--- src/design/rcbd_pkg.sv ---
// Package for the robot command byte decoder: selector codes, direction codes,
// result beat layout and the constant-multiply scaling functions.
// No dependencies.
`timescale 1ns / 1ps

package rcbd_pkg;

    localparam logic [7:0] SEL_BUZZER    = 8'd201;
    localparam logic [7:0] SEL_MOTOR1    = 8'd202;
    localparam logic [7:0] SEL_MOTOR2    = 8'd203;
    localparam logic [7:0] SEL_DUTY0     = 8'd204;
    localparam logic [7:0] SEL_DUTY3     = 8'd207;
    localparam logic [7:0] SEL_SERVO0    = 8'd208;
    localparam logic [7:0] SEL_SERVO3    = 8'd211;
    localparam logic [7:0] SEL_SERVO_OFF = 8'd212;
    localparam logic [7:0] SEL_ALL_STOP  = 8'd213;
    localparam logic [7:0] CONFIRM_VALUE = 8'd99;
    localparam logic [7:0] MOTOR_MID     = 8'd100;
    localparam logic [7:0] DUTY_MAX      = 8'd255;
    localparam logic [7:0] ANGLE_MAX     = 8'd180;

    localparam logic [1:0] DIR_FWD = 2'd1;
    localparam logic [1:0] DIR_REV = 2'd2;

    // floor(v*235/100) = (v * 235 * 5243) >> 19 for v < 256
    localparam logic [28:0] MOTOR_RECIP = 29'd1232105;
    // floor(v*255/100) = (v * 255 * 5243) >> 19
    localparam logic [28:0] PWM_RECIP   = 29'd1336965;
    // floor(v*18/10) = (v * 9 * 52429) >> 18
    localparam logic [28:0] ANGLE_RECIP = 29'd471861;

    // Result beat, last field in the lowest bits
    typedef struct packed {
        logic [6:0] pad;
        logic [3:0] servo_mode_mask;
        logic [7:0] chan_d_level;
        logic [7:0] chan_c_level;
        logic [7:0] chan_b_level;
        logic [7:0] chan_a_level;
        logic [7:0] motor1_duty;
        logic [1:0] motor2_dir;
        logic [1:0] motor1_dir;
        logic       buzzer_on;
    } result_t;

    function automatic logic [1:0] motor_dir(input logic [7:0] v);
        return (v > MOTOR_MID) ? DIR_REV : DIR_FWD;
    endfunction

    function automatic logic [7:0] motor_duty(input logic [7:0] v);
        logic [7:0]  mag;
        logic [28:0] prod;
        logic [9:0]  q;
        mag  = (v > MOTOR_MID) ? v - MOTOR_MID : v;
        prod = {21'd0, mag} * MOTOR_RECIP;
        q    = prod[28:19];
        return (q > {2'd0, DUTY_MAX}) ? DUTY_MAX : q[7:0];
    endfunction

    function automatic logic [7:0] pwm_duty(input logic [7:0] v);
        logic [28:0] prod;
        logic [9:0]  q;
        prod = {21'd0, v} * PWM_RECIP;
        q    = prod[28:19];
        return (q > {2'd0, DUTY_MAX}) ? DUTY_MAX : q[7:0];
    endfunction

    function automatic logic [7:0] servo_angle(input logic [7:0] v);
        logic [28:0] prod;
        logic [10:0] q;
        prod = {21'd0, v} * ANGLE_RECIP;
        q    = prod[28:18];
        return (q > {3'd0, ANGLE_MAX}) ? ANGLE_MAX : q[7:0];
    endfunction

endpackage

--- src/design/robot_command_byte_decoder.sv ---
// Robot command byte decoder top level: selector/value decode, drive state and
// the registered result beat. Depends on rcbd_pkg.
// The result beat is registered and appears in the cycle after its input beat is accepted.
// Throughput: one beat per cycle; the single result register is refilled in the
// same cycle it is drained, so s_tready follows m_tready when a result waits.
// Reset (aresetn low, synchronous): all drive state, the selector and m_tvalid clear.
`timescale 1ns / 1ps

module robot_command_byte_decoder (
    input  logic        aclk,
    input  logic        aresetn,
    input  logic        s_tvalid,
    output logic        s_tready,
    input  logic [7:0]  s_tdata,   // [7:0] rx_byte
    output logic        m_tvalid,
    input  logic        m_tready,
    // [0] buzzer_on, [2:1] motor1_dir, [4:3] motor2_dir, [12:5] motor1_duty,
    // [20:13] chan_a_level, [28:21] chan_b_level, [36:29] chan_c_level,
    // [44:37] chan_d_level, [48:45] servo_mode_mask, [55:49] zero
    output logic [55:0] m_tdata
);

    logic [7:0] last_byte_reg,  last_byte_next;
    logic       buzzer_reg,     buzzer_next;
    logic [1:0] motor1_dir_reg, motor1_dir_next;
    logic [1:0] motor2_dir_reg, motor2_dir_next;
    logic [7:0] motor1_duty_reg, motor1_duty_next;
    logic [7:0] chan_duty_reg  [4];
    logic [7:0] chan_duty_next [4];
    logic [7:0] chan_angle_reg [4];
    logic [7:0] chan_angle_next[4];
    logic [3:0] servo_mode_reg, servo_mode_next;

    rcbd_pkg::result_t result_reg, result_next;
    logic              m_tvalid_reg;

    logic       s_accept;
    logic [7:0] v;
    logic [1:0] idx;

    assign s_tready = !m_tvalid_reg || m_tready;
    assign s_accept = s_tvalid && s_tready;
    assign v        = s_tdata;
    assign idx      = last_byte_reg[1:0];

    always_comb begin
        last_byte_next   = v;
        buzzer_next      = buzzer_reg;
        motor1_dir_next  = motor1_dir_reg;
        motor2_dir_next  = motor2_dir_reg;
        motor1_duty_next = motor1_duty_reg;
        chan_duty_next   = chan_duty_reg;
        chan_angle_next  = chan_angle_reg;
        servo_mode_next  = servo_mode_reg;

        case (last_byte_reg) inside
            rcbd_pkg::SEL_BUZZER: begin
                buzzer_next = (v != 8'd0);
            end
            rcbd_pkg::SEL_MOTOR1: begin
                motor1_dir_next  = rcbd_pkg::motor_dir(v);
                motor1_duty_next = rcbd_pkg::motor_duty(v);
            end
            rcbd_pkg::SEL_MOTOR2: begin
                // motor 2 duty shares channel D
                motor2_dir_next   = rcbd_pkg::motor_dir(v);
                chan_duty_next[3] = rcbd_pkg::motor_duty(v);
            end
            [rcbd_pkg::SEL_DUTY0:rcbd_pkg::SEL_DUTY3]: begin
                chan_duty_next[idx] = rcbd_pkg::pwm_duty(v);
            end
            [rcbd_pkg::SEL_SERVO0:rcbd_pkg::SEL_SERVO3]: begin
                servo_mode_next[idx] = 1'b1;
                chan_angle_next[idx] = rcbd_pkg::servo_angle(v);
            end
            rcbd_pkg::SEL_SERVO_OFF: begin
                if (v == rcbd_pkg::CONFIRM_VALUE) begin
                    servo_mode_next = 4'd0;
                end
            end
            rcbd_pkg::SEL_ALL_STOP: begin
                // release servos A and B, zero motor 1 duty and all four channel duties
                if (v == rcbd_pkg::CONFIRM_VALUE) begin
                    servo_mode_next[1:0] = 2'd0;
                    motor1_duty_next     = 8'd0;
                    for (int i = 0; i < 4; i++) begin
                        chan_duty_next[i] = 8'd0;
                    end
                end
            end
            default: begin
            end
        endcase
    end

    always_comb begin
        result_next                 = '0;
        result_next.buzzer_on       = buzzer_next;
        result_next.motor1_dir      = motor1_dir_next;
        result_next.motor2_dir      = motor2_dir_next;
        result_next.motor1_duty     = motor1_duty_next;
        result_next.chan_a_level    = servo_mode_next[0] ? chan_angle_next[0] : chan_duty_next[0];
        result_next.chan_b_level    = servo_mode_next[1] ? chan_angle_next[1] : chan_duty_next[1];
        result_next.chan_c_level    = servo_mode_next[2] ? chan_angle_next[2] : chan_duty_next[2];
        result_next.chan_d_level    = servo_mode_next[3] ? chan_angle_next[3] : chan_duty_next[3];
        result_next.servo_mode_mask = servo_mode_next;
    end

    always_ff @(posedge aclk) begin
        if (!aresetn) begin
            last_byte_reg   <= 8'd0;
            buzzer_reg      <= 1'b0;
            motor1_dir_reg  <= 2'd0;
            motor2_dir_reg  <= 2'd0;
            motor1_duty_reg <= 8'd0;
            servo_mode_reg  <= 4'd0;
            m_tvalid_reg    <= 1'b0;
            for (int i = 0; i < 4; i++) begin
                chan_duty_reg[i]  <= 8'd0;
                chan_angle_reg[i] <= 8'd0;
            end
        end else begin
            if (s_accept) begin
                last_byte_reg   <= last_byte_next;
                buzzer_reg      <= buzzer_next;
                motor1_dir_reg  <= motor1_dir_next;
                motor2_dir_reg  <= motor2_dir_next;
                motor1_duty_reg <= motor1_duty_next;
                servo_mode_reg  <= servo_mode_next;
                chan_duty_reg   <= chan_duty_next;
                chan_angle_reg  <= chan_angle_next;
                m_tvalid_reg    <= 1'b1;
            end else if (m_tready) begin
                m_tvalid_reg <= 1'b0;
            end
        end
    end

    // result payload needs no reset
    always_ff @(posedge aclk) begin
        if (s_accept) begin
            result_reg <= result_next;
        end
    end

    assign m_tvalid = m_tvalid_reg;
    assign m_tdata  = result_reg;

    a_ready_when_empty: assert property (@(posedge aclk) disable iff (!aresetn)
        !m_tvalid_reg |-> s_tready)
        else $error("input stalled with an empty result register");

    a_angle_range: assert property (@(posedge aclk) disable iff (!aresetn)
        m_tvalid_reg && result_reg.servo_mode_mask[0] |->
            result_reg.chan_a_level <= rcbd_pkg::ANGLE_MAX)
        else $error("servo angle on channel A above limit");

    a_motor1_dir: assert property (@(posedge aclk) disable iff (!aresetn)
        m_tvalid_reg |-> result_reg.motor1_dir != 2'd3)
        else $error("motor 1 driven both ways");

    a_mask_tracks_state: assert property (@(posedge aclk) disable iff (!aresetn)
        m_tvalid_reg && !$past(s_accept) && $past(aresetn) |->
            result_reg.servo_mode_mask == servo_mode_reg)
        else $error("result servo mask out of step with state");

endmodule
--- config.mk ---
export PLATFORM = sky130hd
export DESIGN_NAME = robot_command_byte_decoder
export DESIGN_NICKNAME = d
export VERILOG_FILES = /design/src/design/rcbd_pkg.sv /design/src/design/robot_command_byte_decoder.sv
export SDC_FILE = /design/constraint.sdc
export NUM_CORES = 1
export LEC_CHECK = 0
export ABC_AREA = 1
export BUFFER_PORTS_ARGS = -buffer_cell sky130_fd_sc_hd__buf_4
export CORE_MARGIN = 5
export CORE_UTILIZATION = 25
export DETAILED_ROUTE_END_ITERATION = 6
export PLACE_DENSITY = 0.48
export SLEW_MARGIN = 20
export SYNTH_ARGS = -nofsm -noshare
export SYNTH_HDL_FRONTEND = slang
export SYNTH_SLANG_ARGS = --single-unit
--- constraint.sdc ---
create_clock -name aclk -period 9.5 [get_ports aclk]
set_input_delay 0.475 -clock aclk [delete_from_list [all_inputs] [get_ports aclk]]
set_output_delay 0.475 -clock aclk [all_outputs]
set_load 0.03 [all_outputs]
==> reports/metrics.yaml, run 1 <==
timing:
  setup_ws_ns: 2.829
  hold_viol: 0
  clock.fmax_mhz: 149.9
  relSlewSlack: 0.3440
  tns_ns: 0
  rsz0062_at_grt: "no"
  fin_skew_ns: 0.01108
  period_needed_ns: 6.671
  fin_crit_sh: 0.7023
  setup_viol: 0
  tightest_slew_ns: 0.9764
  maxSlewViolCount: 0
detailed_routing:
  first_iter_violations: 842
  drc: 0
  drt-vias-per-instance: 4.673
  wl_per_cell_um: 16.00
  routed_wl_mm: 47.48
  firstDrtPassIters: 5
  routed-via-count: 13870
  antenna_left: 0
die:
  die_y_um: 254.4
  die_w_um: 254.4
  rows: 89
  core_area_sq_um: 59130
  ios: 70
  initial_core_util: 0.2526
  dieArea_sq_um: 64730
power_and_ir_drop:
  leakagePower_uw: 0.009012
  power_density_nw_per_um2: 250.1
  p_total_uw: 4201
  vdd_ir_drop_max_mv: 0.1336
setup_path:
  required_ns: 9.70
  r2r_setup_slack_ns: 6.54
  critPathCaptureType: "flop"
  path_class: "input pin to flop"
  start_kind: "input pin"
  cp_max_fo: 16
  cp.arrival_ns: 6.87
synthesis:
  syn-instance-count: 2142
  synthFlopType: "dfxtp_1"
  synth_edf_count: 49
  yosysWarnings: 0
  synth-seq-cells: 139
  syn-cell-area_sq_um: 14940
  synth.distinct_cells: 52
  synth_seq_area_share: 0.2192
  syn_area_per_cell_sq_um: 6.973
  async_flop_share: 0
outcome:
  outcome: "complete, no violations"
placed_design:
  place_inst: 2935
  port_buffers: 62
  post-place-ws_ns: 2.393
  dp_hpwl_mm: 38.25
  routabilityCongestion: 0.9306
min_path:
  holdCritPathClass: "input pin to flop"
global_routing:
  grt_pass1_vias: 13600
  grt_usage: 0.1460
  grt_max_degree: 83
  antenna_found_initial: 0
  grt_overflow: 0
  grt_pass1_wl_mm: 74.71
clock_network:
  htreeDepth: 4
  cts_tree: "yes"
  cts.sinks: 139
  cts.clk_slew.worst_paths_ns: 0.06
  cts_setup_buffers: 0
  clockBufferDepth: 2
  worstSkewPairLatency_ns: 0.45
  root_buffer: "clkbuf_16"
  post_cts_resized: 0
  cts_buffers: 17
  cts_hold_buffers: 0
layout:
  num-nets-final: 2462
  largest_reg_flops: 49
  antenna_cells: 0
  fin_cells: 2967
  final_util: 0.2841
  drive_above_1_share: 0.07840
  fillerInstances: 6478
  seqCellArea_sq_um: 3273
  syn2layout_area_growth_pct: 12.47
  multi_input_area_sq_um: 9923
flow_run:
  maxCapViolations: 0
-- critical path: stages --
cell and delay, ns:
buf_4 0.28, inv_1 0.30, ha_1 0.29, nand4_1 0.15, nand2_2 0.13, a21oi_1 0.23
xor2_1 0.59, ha_1 0.43, ha_1 0.31, inv_1 0.05, fa_1 0.48, inv_1 0.05
fa_1 0.51, inv_1 0.06, fa_1 0.49, inv_1 0.04, ha_1 0.33, a21o_1 0.19
a31oi_1 0.25, o21bai_1 0.15, a21oi_1 0.24, nand2_1 0.10, nand2_2 0.12, nand3_2 0.15
o21ai_1 0.22, nand2_1 0.07, nand2_1 0.07, nand2_1 0.06
-- stage by stage --
step	hold WS (ns)	instance area (sq um)
3_3_place_gp	0.4437	16200
6_report	0.3586	16800
3_5_place_dp	0.4503	16200
5_1_grt	0.3796	16800
4_1_cts	0.3392	16790
2_1_floorplan	0.4303	14960
-- routing by layer --
layer | share of wire | track usage | routed length, um | vias to the layer above
li1 | - | - | - | 6914
met1 | 0.46 | 0.1931 | 21910 | 6572
met2 | 0.48 | 0.2497 | 22710 | 315
met3 | 0.034 | 0.01825 | 1624 | 64
met4 | 0.026 | 0.04511 | 1231 | 0
met5 | 0 | 0 | 0 | -
-- kinds of logic (layout without fill, tap and decap cells) --
| logic type | count (synthesis) | after routing | synth area share |
|---|---|---|---|
| fa+ha+maj | 269 | 269 | 0.2630 |
| xor+xnor | 15 | 15 | 0.008796 |
| other cells | 1 | 7 | 0.0002511 |
| buf+inv | 460 | 506 | 0.1189 |
| simple gates | 943 | 943 | 0.2697 |
| mux | 2 | 2 | 0.001340 |
| compound gates | 313 | 313 | 0.1189 |
| flops | 139 | 139 | 0.2192 |
-- cell usage after synthesis (all sizes together), types with 4 or more instances --
library cell    n  area share
edfxtp         49       0.099
ha            194        0.16
o21a            4      0.0020
nor2          172       0.044
nand2         550        0.14
nand3         141       0.050
or2             7      0.0029
xor2           10      0.0059
fa             75        0.10
nor3           22      0.0087
a21o           12      0.0060
nand4          31       0.013
buf            13      0.0062
and2            7      0.0031
o21bai         14      0.0088
a31oi           7      0.0029
nand3b          6      0.0030
inv           404        0.10
clkbuf         42       0.011
nor4            5      0.0021
o21ai         118       0.041
o211ai          5      0.0025
a21oi         145       0.051
dfxtp          90        0.12
xnor2           5      0.0029
-- where the power goes --
part	internal [uW]	leakage, uW	total, uW	switching, uW
sequential	669	0.00124	689	20.6
combinational	909	0.00750	2830	1920
clock	390	0.000274	678	288
-- final cells by class --
class                   instances  share of cell area
repair buffers                 69             0.03084
flip-flops and latches        139              0.1948
multi-input cells            1549              0.5907
clock buffers                  17             0.02532
well taps                     773             0.05757
clock inverters                15            0.009757
inverters                     405             0.09094
-- path summary, 6_finish.rpt --
| kind | depth (start not counted) | to | from |
|---|---|---|---|
| worst max register to register | 11 | m_tdata[44] | last_byte_reg[6] |
| worst min-delay path | 4 | m_tvalid | m_tready |
| worst max-delay path | 28 | m_tdata[39] | s_tdata[1] |
| worst min register to register | 2 | last_byte_reg[6] | last_byte_reg[6] |
-- placed cells by master (no fill, tap or decap), types with 8 or more instances in the layout --
master	instances
nor3_1	18
nand2_1	529
fa_1	75
ha_1	194
buf_4	69
o21ai_1	41
o21ai_0	71
clkbuf_16	17
nand4_1	31
nand2_2	17
dfxtp_1	90
edfxtp_1	49
nand3_1	135
xor2_1	10
o21bai_1	11
a21oi_1	137
nor2_1	169
inv_2	8
inv_1	395
a21o_1	12
Note: power is estimated with default switching activity, not from simulation.
==> run 2: changes to the inputs <==
==> constraint.sdc (replaced) <==
create_clock -name aclk -period 6.8 [get_ports aclk]
set_input_delay 0.34 -clock aclk [delete_from_list [all_inputs] [get_ports aclk]]
set_output_delay 0.34 -clock aclk [all_outputs]
set_load 0.03 [all_outputs]
==> run 2 against run 1 <==
Non-clock buffer count grew 11. Sequential share of layout area shrank 0.11 points. Critical path depth rose by 2. Cell count up 0.37%. Count of clock-buffer cells in the layout is 2 higher. Register-to-register slack got worse by 2.9 ns. Critical endpoint unchanged. Via count down 2.1%. Global-route usage up 0.059 points. Worst setup slack lost 2.2 ns. Sequential power up 40%. Largest power group unchanged.
==> reports/metrics.yaml, run 2 (same netlist as run 1, synthesis figures left out) <==
outcome:
  outcome: "complete, no violations"
power_and_ir_drop:
  power_frac_seq: 0.163
  power_density_nw_per_um2: 348.6
  leakagePower_uw: 0.009068
  clockPowerShare: 0.169
  switching_share: 0.5277
  p_sw_uw: 3108
  vdd_ir_drop_max_mv: 0.1812
  intPower_uw: 2781
  pwr-share-comb: 0.667
  p_total_uw: 5889
layout:
  antenna_cells: 0
  drive_above_1_share: 0.08254
  layout_common_cells: "nand2_1 (529), inv_1 (395), ha_1 (194)"
  fillerInstances: 6516
  layout_commonest_cell: "nand2_1"
  largest_reg_flops: 49
  syn2layout_area_growth_pct: 13.12
  num-nets-final: 2473
timing:
  period_needed_ns: 6.189
  tns_ns: 0
  hold_viol: 0
  tightest_slew_ns: 1.027
  maxSlewViolCount: 0
  relSlewSlack: 0.3102
  rsz0062_at_grt: "no"
  setup_viol: 0
  clock.fmax_mhz: 161.6
  fin_skew_ns: 0.02596
  fin_crit_sh: 0.9101
detailed_routing:
  first_iter_violations: 739
  routed-via-count: 13580
  antenna_left: 0
  drt-vias-per-instance: 4.558
  drc: 0
  routed_wl_mm: 47.37
  wl_per_cell_um: 15.91
  firstDrtPassIters: 5
die:
  core_area_sq_um: 59130
  dieArea_sq_um: 64730
  die_w_um: 254.4
  initial_core_util: 0.2526
  ios: 70
  die_y_um: 254.4
  rows: 89
setup_path:
  crit_top_cell: "inv_1"
  critical-path-slowest-cell: "fa_1"
  start_kind: "input pin"
  worstRegToRegCells: 11
  critPathCaptureType: "flop"
  rr_endpoint: "m_tdata[38]"
  cp_max_fo: 8
  rr_startpoint: "last_byte_reg[6]"
  cp.arrival_ns: 6.38
  path_class: "input pin to flop"
  r2r_setup_slack_ns: 3.60
  required_ns: 6.99
  critical_path.max_stage_delay_ns: 0.50
clock_network:
  cts_buffers: 17
  worstSkewPairLatency_ns: 0.45
  cts.clk_slew.worst_paths_ns: 0.06
  cts_setup_buffers: 0
  htreeDepth: 4
  root_buffer: "clkbuf_16"
  cts_tree: "yes"
  cts.sinks: 139
  post_cts_resized: 0
  clockBufferDepth: 2
  cts_hold_buffers: 0
global_routing:
  grt_overflow: 0
  antenna_found_initial: 0
  grt_pass1_wl_mm: 74.51
  grt_max_degree: 84
  grt_usage: 0.1466
  grt_pass1_vias: 13430
min_path:
  holdCritPathClass: "input pin to flop"
  hold_depth: 4
  holdPathEnd: "m_tvalid"
  hp-start: "m_tready"
placed_design:
  routabilityCongestion: 0.9279
  dp_hpwl_mm: 37.94
  port_buffers: 62
flow_run:
  maxCapViolations: 0
-- run 2: final cells by class --
class                      count  area (sq um)  share of cell area
clock buffer                  19         442.9             0.02622
clock inverter                13         163.9            0.009702
inverter                     405          1529             0.09050
multi-input combinational   1549          9918              0.5871
sequential                   139          3273              0.1937
tap                          773         967.2             0.05725
timing repair buffer          80         600.6             0.03555
-- run 2: how the worst max path moves through the flow --
| stage | from | endpoint | slack, ns |
|---|---|---|---|
| 2_1_floorplan | s_tdata[4] | m_tdata[39] | 0.97 |
| 3_3_place_gp | s_tdata[4] | m_tdata[39] | 0.31 |
| 3_5_place_dp | s_tdata[4] | m_tdata[39] | 0.19 |
| 4_1_cts | s_tdata[4] | m_tdata[39] | 0.64 |
| 5_1_grt | s_tdata[4] | m_tdata[39] | 0.08 |
| 6_report | s_tdata[4] | m_tdata[39] | 0.61 |
-- run 2: per-stage QoR --
step           setup slack, ns  cell area [sq um]  hold slack (ns)    util  std cells
6_report                0.6112              16900           0.2384  0.2857       2978
3_3_place_gp            0.3089              16280           0.4417  0.2754       2946
2_1_floorplan           0.9694              14960           0.4303       -       2148
3_5_place_dp            0.1944              16280           0.4601  0.2754       2946
5_1_grt                0.08010              16900           0.2528  0.2857       2978
4_1_cts                 0.6401              16890           0.2191  0.2857       2978
-- run 2: critical path: cells and delay by family --
kind                       cells  cell delay [ns]
AOI/OAI and AO/OA              6             1.21
and+or+nand+nor                9             1.12
xor gates and xnor gates       1             0.30
adders and majority gates      7             2.75
buffers and inverters          7             0.63
-- run 2: power by group through the flow --
stage | Clock [uW] | Combinational, uW | Sequential [uW]
final | 997 | 3930 | 963
after floorplan | 0 | 2690 | 1030
after detailed placement | 0 | 3930 | 982
after global routing | 1050 | 4490 | 970
after CTS | 1020 | 3960 | 964
after global placement | 0 | 3960 | 980
-- run 2: per-layer routing --
layer,track usage,routed length [um],vias up
met5,0,0,-
met4,0.03483,975,0
met3,0.01805,1596,46
met2,0.2586,23110,248
met1,0.1918,21680,6349
li1,-,-,6932
